### src/lpv_pkg.sv
// Package for the email local-part validator: status codes, character
// constants, the checker state type and the special-character lookup.
// Depends on nothing; used by lpv_step, the top level and both bench files.
package lpv_pkg;

	localparam logic [3:0] ST_OK       = 4'd0;
	localparam logic [3:0] ST_EMPTY    = 4'd1;
	localparam logic [3:0] ST_NONASCII = 4'd2;
	localparam logic [3:0] ST_CTRL     = 4'd3;
	localparam logic [3:0] ST_QUOTE    = 4'd4;
	localparam logic [3:0] ST_DOT      = 4'd5;
	localparam logic [3:0] ST_DOTDOT   = 4'd6;
	localparam logic [3:0] ST_SPECIAL  = 4'd7;
	localparam logic [3:0] ST_FOLD     = 4'd8;
	localparam logic [3:0] ST_UNCLOSED = 4'd9;

	localparam logic [1:0] FOLD_NONE   = 2'd0;
	localparam logic [1:0] FOLD_WANTLF = 2'd1;
	localparam logic [1:0] FOLD_WANTWS = 2'd2;

	localparam logic [7:0] CH_NUL    = 8'h00;
	localparam logic [7:0] CH_HT     = 8'h09;
	localparam logic [7:0] CH_LF     = 8'h0A;
	localparam logic [7:0] CH_CR     = 8'h0D;
	localparam logic [7:0] CH_SP     = 8'h20;
	localparam logic [7:0] CH_QUOTE  = 8'h22;
	localparam logic [7:0] CH_DOT    = 8'h2E;
	localparam logic [7:0] CH_BSLASH = 8'h5C;
	localparam logic [7:0] CH_DEL    = 8'h7F;

	typedef struct packed {
		logic       in_quote;
		logic       escape_pending;
		logic [1:0] fold_stage;
		logic       at_first_byte;
		logic       prev_was_dot;
		logic       stopped_by_nul;
		logic [3:0] error_code;
	} lpv_state_t;

	typedef struct packed {
		logic       has_result;
		logic [3:0] status;
	} lpv_result_t;

	localparam lpv_state_t STATE_RESET = '{
		in_quote:       1'b0,
		escape_pending: 1'b0,
		fold_stage:     FOLD_NONE,
		at_first_byte:  1'b1,
		prev_was_dot:   1'b0,
		stopped_by_nul: 1'b0,
		error_code:     ST_OK
	};

	function automatic logic is_special(input logic [7:0] c);
		logic r;
		case (c)
			8'h28, 8'h29, 8'h3C, 8'h3E, 8'h40, 8'h2C,
			8'h3B, 8'h3A, 8'h5C, 8'h5B, 8'h5D, 8'h20: r = 1'b1;
			default: r = 1'b0;
		endcase
		return r;
	endfunction

endpackage

### src/lpv_in_if.sv
// Input channel of the validator: one byte of a local part per transaction.
// Depends on nothing.
interface lpv_in_if;
	logic       valid;
	logic       ready;
	logic [7:0] data_byte;
	logic       last_byte;
	logic       empty_string;

	modport source (output valid, output data_byte, output last_byte,
		output empty_string, input ready);
	modport sink (input valid, input data_byte, input last_byte,
		input empty_string, output ready);
endinterface

### src/lpv_out_if.sv
// Result channel of the validator: one status code per transaction.
// Depends on nothing.
interface lpv_out_if;
	logic       valid;
	logic       ready;
	logic [3:0] status;

	modport source (output valid, output status, input ready);
	modport sink (input valid, input status, output ready);
endinterface

### src/lpv_step.sv
// Next-state and status logic for one byte of a local part.
// Depends on lpv_pkg.
module lpv_step (
	input  lpv_pkg::lpv_state_t  st,
	input  logic [7:0]           data_byte,
	input  logic                 last_byte,
	input  logic                 empty_string,
	output lpv_pkg::lpv_state_t  nxt,
	output lpv_pkg::lpv_result_t res
);

	lpv_pkg::lpv_state_t n;
	logic                first;
	logic                after_dot;

	always_comb begin
		n          = st;
		first      = st.at_first_byte;
		after_dot  = st.prev_was_dot;
		res.has_result = 1'b0;
		res.status     = lpv_pkg::ST_OK;

		if (empty_string) begin
			n              = lpv_pkg::STATE_RESET;
			res.has_result = 1'b1;
			res.status     = lpv_pkg::ST_EMPTY;
		end else begin
			// Once an error is latched or a NUL has been seen, bytes are ignored.
			if (st.error_code == lpv_pkg::ST_OK && !st.stopped_by_nul) begin
				n.at_first_byte = 1'b0;
				n.prev_was_dot  = 1'b0;
				if (st.fold_stage == lpv_pkg::FOLD_WANTLF) begin
					if (data_byte == lpv_pkg::CH_LF && !last_byte) begin
						n.fold_stage = lpv_pkg::FOLD_WANTWS;
					end else begin
						n.error_code = lpv_pkg::ST_FOLD;
					end
				end else if (st.fold_stage != lpv_pkg::FOLD_NONE) begin
					if (data_byte == lpv_pkg::CH_SP || data_byte == lpv_pkg::CH_HT) begin
						n.fold_stage = lpv_pkg::FOLD_NONE;
					end else begin
						n.error_code = lpv_pkg::ST_FOLD;
					end
				end else if (data_byte == lpv_pkg::CH_NUL) begin
					n.stopped_by_nul = 1'b1;
				end else if (data_byte[7]) begin
					n.error_code = lpv_pkg::ST_NONASCII;
				end else begin
					n.prev_was_dot = (data_byte == lpv_pkg::CH_DOT);
					if (!st.in_quote) begin
						if (data_byte[7:5] == 3'b000 || data_byte == lpv_pkg::CH_DEL) begin
							n.error_code = lpv_pkg::ST_CTRL;
						end else if (data_byte == lpv_pkg::CH_QUOTE) begin
							if (first || after_dot) begin
								n.in_quote = 1'b1;
							end else begin
								n.error_code = lpv_pkg::ST_QUOTE;
							end
						end else if (data_byte == lpv_pkg::CH_DOT) begin
							if (after_dot) begin
								n.error_code = lpv_pkg::ST_DOTDOT;
							end else if (first || last_byte) begin
								n.error_code = lpv_pkg::ST_DOT;
							end
						end else if (lpv_pkg::is_special(data_byte)) begin
							n.error_code = lpv_pkg::ST_SPECIAL;
						end
					end else if (st.escape_pending) begin
						n.escape_pending = 1'b0;
					end else if (data_byte == lpv_pkg::CH_QUOTE) begin
						n.in_quote = 1'b0;
					end else if (data_byte == lpv_pkg::CH_BSLASH) begin
						n.escape_pending = 1'b1;
					end else if (data_byte == lpv_pkg::CH_CR) begin
						if (last_byte) begin
							n.error_code = lpv_pkg::ST_FOLD;
						end else begin
							n.fold_stage = lpv_pkg::FOLD_WANTLF;
						end
					end
				end
			end

			if (last_byte) begin
				res.has_result = 1'b1;
				if (n.error_code != lpv_pkg::ST_OK) begin
					res.status = n.error_code;
				end else if (n.fold_stage != lpv_pkg::FOLD_NONE) begin
					res.status = lpv_pkg::ST_FOLD;
				end else if (n.in_quote) begin
					res.status = lpv_pkg::ST_UNCLOSED;
				end else begin
					res.status = lpv_pkg::ST_OK;
				end
				n = lpv_pkg::STATE_RESET;
			end
		end
		nxt = n;
	end

endmodule

### src/email_local_part_validator_unit.sv
// Top level of the email local-part validator: input register, checker state,
// step logic and result register. Depends on lpv_pkg, lpv_in_if, lpv_out_if
// and lpv_step.
//
// Usage: bytes of a local part enter on the chars channel, one per
// transaction, with last_byte set on the final byte. A transaction with
// empty_string set stands for a local part with no bytes and always answers
// the empty status, dropping any partly checked local part. One status
// transaction leaves on the result channel for each final byte or empty item;
// other bytes give no result.
// A final byte is taken into the input register; the combinational step
// logic gives its status, which is stored in the result register and offered
// from there. Throughput: one byte per cycle while no blocked result holds
// the input register, as the state update between the two is combinational.
// When the result receiver stalls, the held status waits in the result
// register; a byte that produces no result still moves through, and a byte
// that would produce a result waits in the input register, which then drops
// chars.ready until the result slot frees.
// Reset clears the valid flags and returns the checker to its start state.
module email_local_part_validator_unit (
	input  logic        clk,
	input  logic        arst_n,
	lpv_in_if.sink      chars,
	lpv_out_if.source   result
);

	logic                 valid_s1;
	logic [7:0]           data_s1;
	logic                 last_s1;
	logic                 empty_s1;
	lpv_pkg::lpv_state_t  state_q;
	lpv_pkg::lpv_state_t  state_nxt;
	lpv_pkg::lpv_result_t step_res;
	logic                 out_valid_q;
	logic [3:0]           status_q;
	logic                 out_free;
	logic                 advance_s1;

	assign out_free   = !out_valid_q || result.ready;
	assign advance_s1 = valid_s1 && (!step_res.has_result || out_free);
	assign chars.ready = !valid_s1 || advance_s1;

	assign result.valid  = out_valid_q;
	assign result.status = status_q;

	lpv_step u_step (
		.st           (state_q),
		.data_byte    (data_s1),
		.last_byte    (last_s1),
		.empty_string (empty_s1),
		.nxt          (state_nxt),
		.res          (step_res)
	);

	always_ff @(posedge clk or negedge arst_n) begin
		if (!arst_n) begin
			valid_s1 <= 1'b0;
		end else if (chars.ready) begin
			valid_s1 <= chars.valid;
		end
	end

	always_ff @(posedge clk) begin
		if (chars.valid && chars.ready) begin
			data_s1  <= chars.data_byte;
			last_s1  <= chars.last_byte;
			empty_s1 <= chars.empty_string;
		end
	end

	always_ff @(posedge clk or negedge arst_n) begin
		if (!arst_n) begin
			state_q <= lpv_pkg::STATE_RESET;
		end else if (advance_s1) begin
			state_q <= state_nxt;
		end
	end

	always_ff @(posedge clk or negedge arst_n) begin
		if (!arst_n) begin
			out_valid_q <= 1'b0;
		end else if (advance_s1 && step_res.has_result) begin
			out_valid_q <= 1'b1;
		end else if (result.ready) begin
			out_valid_q <= 1'b0;
		end
	end

	always_ff @(posedge clk) begin
		if (advance_s1 && step_res.has_result) begin
			status_q <= step_res.status;
		end
	end

	// A finished local part always leaves the checker in its start state.
	assert property (@(posedge clk) disable iff (!arst_n)
		advance_s1 && step_res.has_result |=> state_q == lpv_pkg::STATE_RESET)
		else $error("checker state not returned to start after a result");

	// A latched error survives every byte that is not the end of a local part.
	assert property (@(posedge clk) disable iff (!arst_n)
		advance_s1 && !step_res.has_result && state_q.error_code != lpv_pkg::ST_OK
		|=> $stable(state_q.error_code))
		else $error("latched error changed before the final byte");

	// Input back-pressure only arises from a result that cannot be stored.
	assert property (@(posedge clk) disable iff (!arst_n)
		!chars.ready |-> valid_s1 && step_res.has_result && out_valid_q && !result.ready)
		else $error("input stalled without a blocked result");

	// Only defined status codes are offered.
	assert property (@(posedge clk) disable iff (!arst_n)
		out_valid_q |-> status_q <= lpv_pkg::ST_UNCLOSED)
		else $error("undefined status code offered");

	// A stored result is not overwritten while the receiver stalls.
	assert property (@(posedge clk) disable iff (!arst_n)
		out_valid_q && !result.ready |=> out_valid_q && $stable(status_q))
		else $error("pending result lost or changed");

endmodule

### src/flat_wrapper.sv
// flat-port wrapper written by rule: the top's interface ports become plain ports
module email_local_part_validator_unit_flat 
  (clk, arst_n, chars_valid, chars_data_byte, chars_last_byte, chars_empty_string, chars_ready, result_valid, result_status, result_ready);
  lpv_in_if chars_i ();
  lpv_out_if result_i ();
  input  logic clk;
  input  logic arst_n;
  input wire logic [$bits(chars_i.valid)-1:0] chars_valid;
  input wire logic [$bits(chars_i.data_byte)-1:0] chars_data_byte;
  input wire logic [$bits(chars_i.last_byte)-1:0] chars_last_byte;
  input wire logic [$bits(chars_i.empty_string)-1:0] chars_empty_string;
  output wire logic [$bits(chars_i.ready)-1:0] chars_ready;
  output wire logic [$bits(result_i.valid)-1:0] result_valid;
  output wire logic [$bits(result_i.status)-1:0] result_status;
  input wire logic [$bits(result_i.ready)-1:0] result_ready;
  assign chars_i.valid = chars_valid;
  assign chars_i.data_byte = chars_data_byte;
  assign chars_i.last_byte = chars_last_byte;
  assign chars_i.empty_string = chars_empty_string;
  assign chars_ready = chars_i.ready;
  assign result_valid = result_i.valid;
  assign result_status = result_i.status;
  assign result_i.ready = result_ready;
  email_local_part_validator_unit u_core (.clk(clk), .arst_n(arst_n), .chars(chars_i), .result(result_i));
endmodule
### config.mk
export PLATFORM = sky130hd
export DESIGN_NAME = email_local_part_validator_unit_flat
export DESIGN_NICKNAME = d
export VERILOG_FILES = /design/src/lpv_pkg.sv /design/src/lpv_in_if.sv /design/src/lpv_out_if.sv /design/src/lpv_step.sv /design/src/email_local_part_validator_unit.sv /design/src/flat_wrapper.sv
export SDC_FILE = /design/constraint.sdc
export NUM_CORES = 1
export LEC_CHECK = 0
export BUFFER_PORTS_ARGS = -buffer_cell sky130_fd_sc_hd__buf_2
export CORE_ASPECT_RATIO = 0.8
export CORE_MARGIN = 3
export CORE_UTILIZATION = 41
export CTS_BUF_LIST = sky130_fd_sc_hd__clkbuf_4
export CTS_CLUSTER_DIAMETER = 150
export DETAILED_ROUTE_END_ITERATION = 10
export GPL_ROUTABILITY_DRIVEN = 0
export GPL_TIMING_DRIVEN = 1
export SYNTH_ARGS = -nofsm -noshare
export SYNTH_HDL_FRONTEND = slang
export SYNTH_SLANG_ARGS = --single-unit
### constraint.sdc
create_clock -name clk -period 2.8 [get_ports clk]
set_clock_uncertainty 0.05 [all_clocks]
set_input_delay 0.28 -clock clk [delete_from_list [all_inputs] [get_ports clk]]
set_output_delay 0.28 -clock clk [all_outputs]
set_load 0.005 [all_outputs]
==> impl_metrics.ini <==
[power]
irDropWorstVdd_v = 0.000269
power_density_nw_per_um2 = 480
power_frac_seq_pct = 55.2
p_comb_share_pct = 23.6
leakagePower_nw = 0.726
p_switching_uw = 297
internal_power_uw = 598
pwr-share-clk_pct = 21.2
switching_share_pct = 33.2

[setup_path]
r2r-start = u_core.data_s1[0]
r2r_slack_ps = 260
cp.arrival_ps = 2610
reg2reg_to = u_core.result.status[2]
path_class = reg2reg
ff2ff_path_depth = 6
startpoint_type = register
crit_required_ps = 2860
critPathMaxFanout = 9
end_kind = register

[worst_hold_path]
min-delay-start = chars_data_byte[7]
hp-class = in2reg
hold_path_depth = 1
whs_endpoint = u_core.data_s1[7]

[route]
drc = 0
wl_per_cell_um = 17.3
via_per_inst = 6.08
final_antenna_net_count = 0
drtIter0Drc = 262
num_vias = 1515
routed_wirelength_um = 4300
first_pass_iters = 4

[cts]
clk_latency_ps = 340
cts_hold_buffers = 1
cts_root_buffer = clkbuf_4
clk_pin_slew_ps = 160
post_cts_resized = 0
cts_tree = done
clock_path_buffers = 2
ctsHtreeMaxLevel = 1
clock_sinks = 27
cts_buffers = 3
post_cts_buffers = 0

[floorplanning]
die_area_um2 = 4870
core_area_um2 = 3850
die_w_um = 77.3
num_rows = 20
start_util_pct = 43.2
fp.dieH_um = 63.0
io_pins = 20

[synth]
async_flop_share_pct = 48.1
syn_area_per_cell_um2 = 9.52
syn-num-nets = 189
syn-cell-area_um2 = 1670
ys_seq_elements = 27
ys_warn_count = 0
synth_edf_count = 14
synth-seq-area-share_pct = 44.9
synth.area.top_cells = edfxtp_1 (25%), dfrtp_1 (18%), nor2_1 (3.8%)
synthDistinctLibCells = 51
synth_top_area_share_pct = 25.2
synthCells = 175
yosysTopAreaCell = edfxtp_1
synth_flop_cell = edfxtp_1

[timing]
finalCriticalPeriod_ps = 2540
fin_crit_sh_pct = 90.8
rsz0062_at_grt = no
holdWs_ps = 48.1
tightest_slew_ps = 557
setup_violations = 0
slew_violations = 0
hold_violations = 0
tns_ps = 0
max_slew_margin_pct = 62.6
fmaxAchievable_mhz = 393

[status]
status = finished, final reports clean

[place]
dpl.hpwl_um = 3240
io_buffers = 19

[global_routing]
grt_max_degree = 18
grt_pass1_wl_um = 7240
grt_usage_pct = 18.5
grt-ovfl-total = 0
grt_pass1_vias = 1428
antenna_found_initial = 0

[cells_and_area]
drive_gt1_share_pct = 21.1
areaGrowthSynthToFinish_pct = 11.9
n_antenna_cell = 0
final_nets = 209

[flow_run]
max-cap-violations = 0
-- synthesized netlist by cell type (all sizes together) (3+ instances only) --
cell    instances
nand4b          3
o2111a          3
a41oi           3
nand2b          4
dfrtp          12
nor4            5
inv             5
or2             3
edfxtp         14
nand3           6
o31ai           3
a31oi           3
o21ai          11
a21oi           7
nor4b           4
nor2b           4
nor2           17
nor3           11
or3             4
o21a            4
nand2          15
and4            3
clkbuf          7
-- worst max path at each step --
stage | start | depth (start not counted) | to
after floorplan | u_core.data_s1[0] | 7 | u_core.result.status[2]
final | u_core.data_s1[0] | 6 | u_core.result.status[2]
after global placement | u_core.data_s1[0] | 6 | u_core.result.status[2]
after global routing | u_core.data_s1[0] | 6 | u_core.result.status[2]
after detailed placement | u_core.data_s1[0] | 6 | u_core.result.status[2]
after CTS | u_core.data_s1[0] | 6 | u_core.result.status[2]
-- state kept, by name (all words and copies together), names as in the netlist --
name / cells
u_core.result.status: 4
u_core.result.valid: 1
u_core.data_s1: 8
u_core.valid_s1: 1
u_core.last_s1: 1
u_core.empty_s1: 1
u_core.state_q: 11
-- layout by cell type (no fill, tap or decap), types with 2 or more instances in the layout --
cell type | synthesis | routed
a21oi_1 | 7 | 7
a31oi_1 | 3 | 3
a41oi_1 | 3 | 3
and2_1 | 2 | 2
and4_1 | 3 | 3
buf_2 | 2 | 19
buf_4 | 0 | 4
clkbuf_4 | 0 | 3
dfrtp_1 | 12 | 12
edfxtp_1 | 14 | 14
inv_1 | 5 | 5
nand2_1 | 15 | 15
nand2b_1 | 4 | 4
nand3_1 | 6 | 6
nand4b_1 | 3 | 3
nor2_1 | 17 | 17
nor2b_1 | 4 | 4
nor3_1 | 10 | 10
nor4_1 | 4 | 4
nor4b_1 | 2 | 2
o2111a_1 | 3 | 3
o21a_1 | 4 | 4
o21ai_0 | 8 | 8
o21ai_1 | 3 | 3
o31ai_1 | 2 | 2
or2_2 | 3 | 3
or3_1 | 3 | 3
or3b_2 | 2 | 2
-- stage by stage --
| step | cells | cell area, um2 | util, % | setup WS [ps] | power, mW |
|---|---|---|---|---|---|
| floorplan | 175 | 1670 | - | 559 | 0.635 |
| global placement | 244 | 1820 | 47.3 | 362 | 0.702 |
| detailed placement | 244 | 1820 | 47.3 | 310 | 0.706 |
| CTS | 249 | 1860 | 48.4 | 277 | 0.895 |
| global route | 249 | 1860 | 48.4 | 36.4 | 0.945 |
| finish | 249 | 1860 | 48.4 | 257 | 0.894 |
-- logic make-up (layout without fill, tap and decap cells) --
family          after synthesis  after routing  synth area share (%)
buf+inv                      14             33                  3.31
compound gates               46             46                  20.4
flops                        27             27                  44.9
simple gates                 87             87                  31.0
xor+xnor                      1              1                 0.526
-- per-layer routing --
metal / track usage [%] / wire (um) / up-vias
met5: 0 / 0 / -
met2: 26.0 / 1920 / 79
met3: 3.46 / 384 / 4
li1: - / - / 711
met1: 29.0 / 1980 / 721
met4: 4.44 / 18 / 0
-- power by group through the flow --
stage | Combinational, mW | Sequential [mW] | Clock [mW]
floorplan | 0.156 | 0.479 | 0
global placement | 0.202 | 0.500 | 0
detailed placement | 0.205 | 0.501 | 0
CTS | 0.207 | 0.493 | 0.196
global route | 0.235 | 0.500 | 0.211
finish | 0.211 | 0.494 | 0.190
-- final cells by class --
cell class	instances	area, um2
clock buffer	3	22.5
clock inverter	1	8.76
fill	391	1990
inverter	5	18.8
multi-input combinational	134	863
sequential	27	747
tap	55	68.8
timing repair buffer	24	135
-- critical path, cell delays in order (launching register included) --
cell      delay, ps
edfxtp_1        570
nor4_2          520
nand3_1         310
o41a_1          380
o21a_1          170
a41oi_1         260
nor2_1           60
No activity file was read; power rests on OpenSTA's default activity.
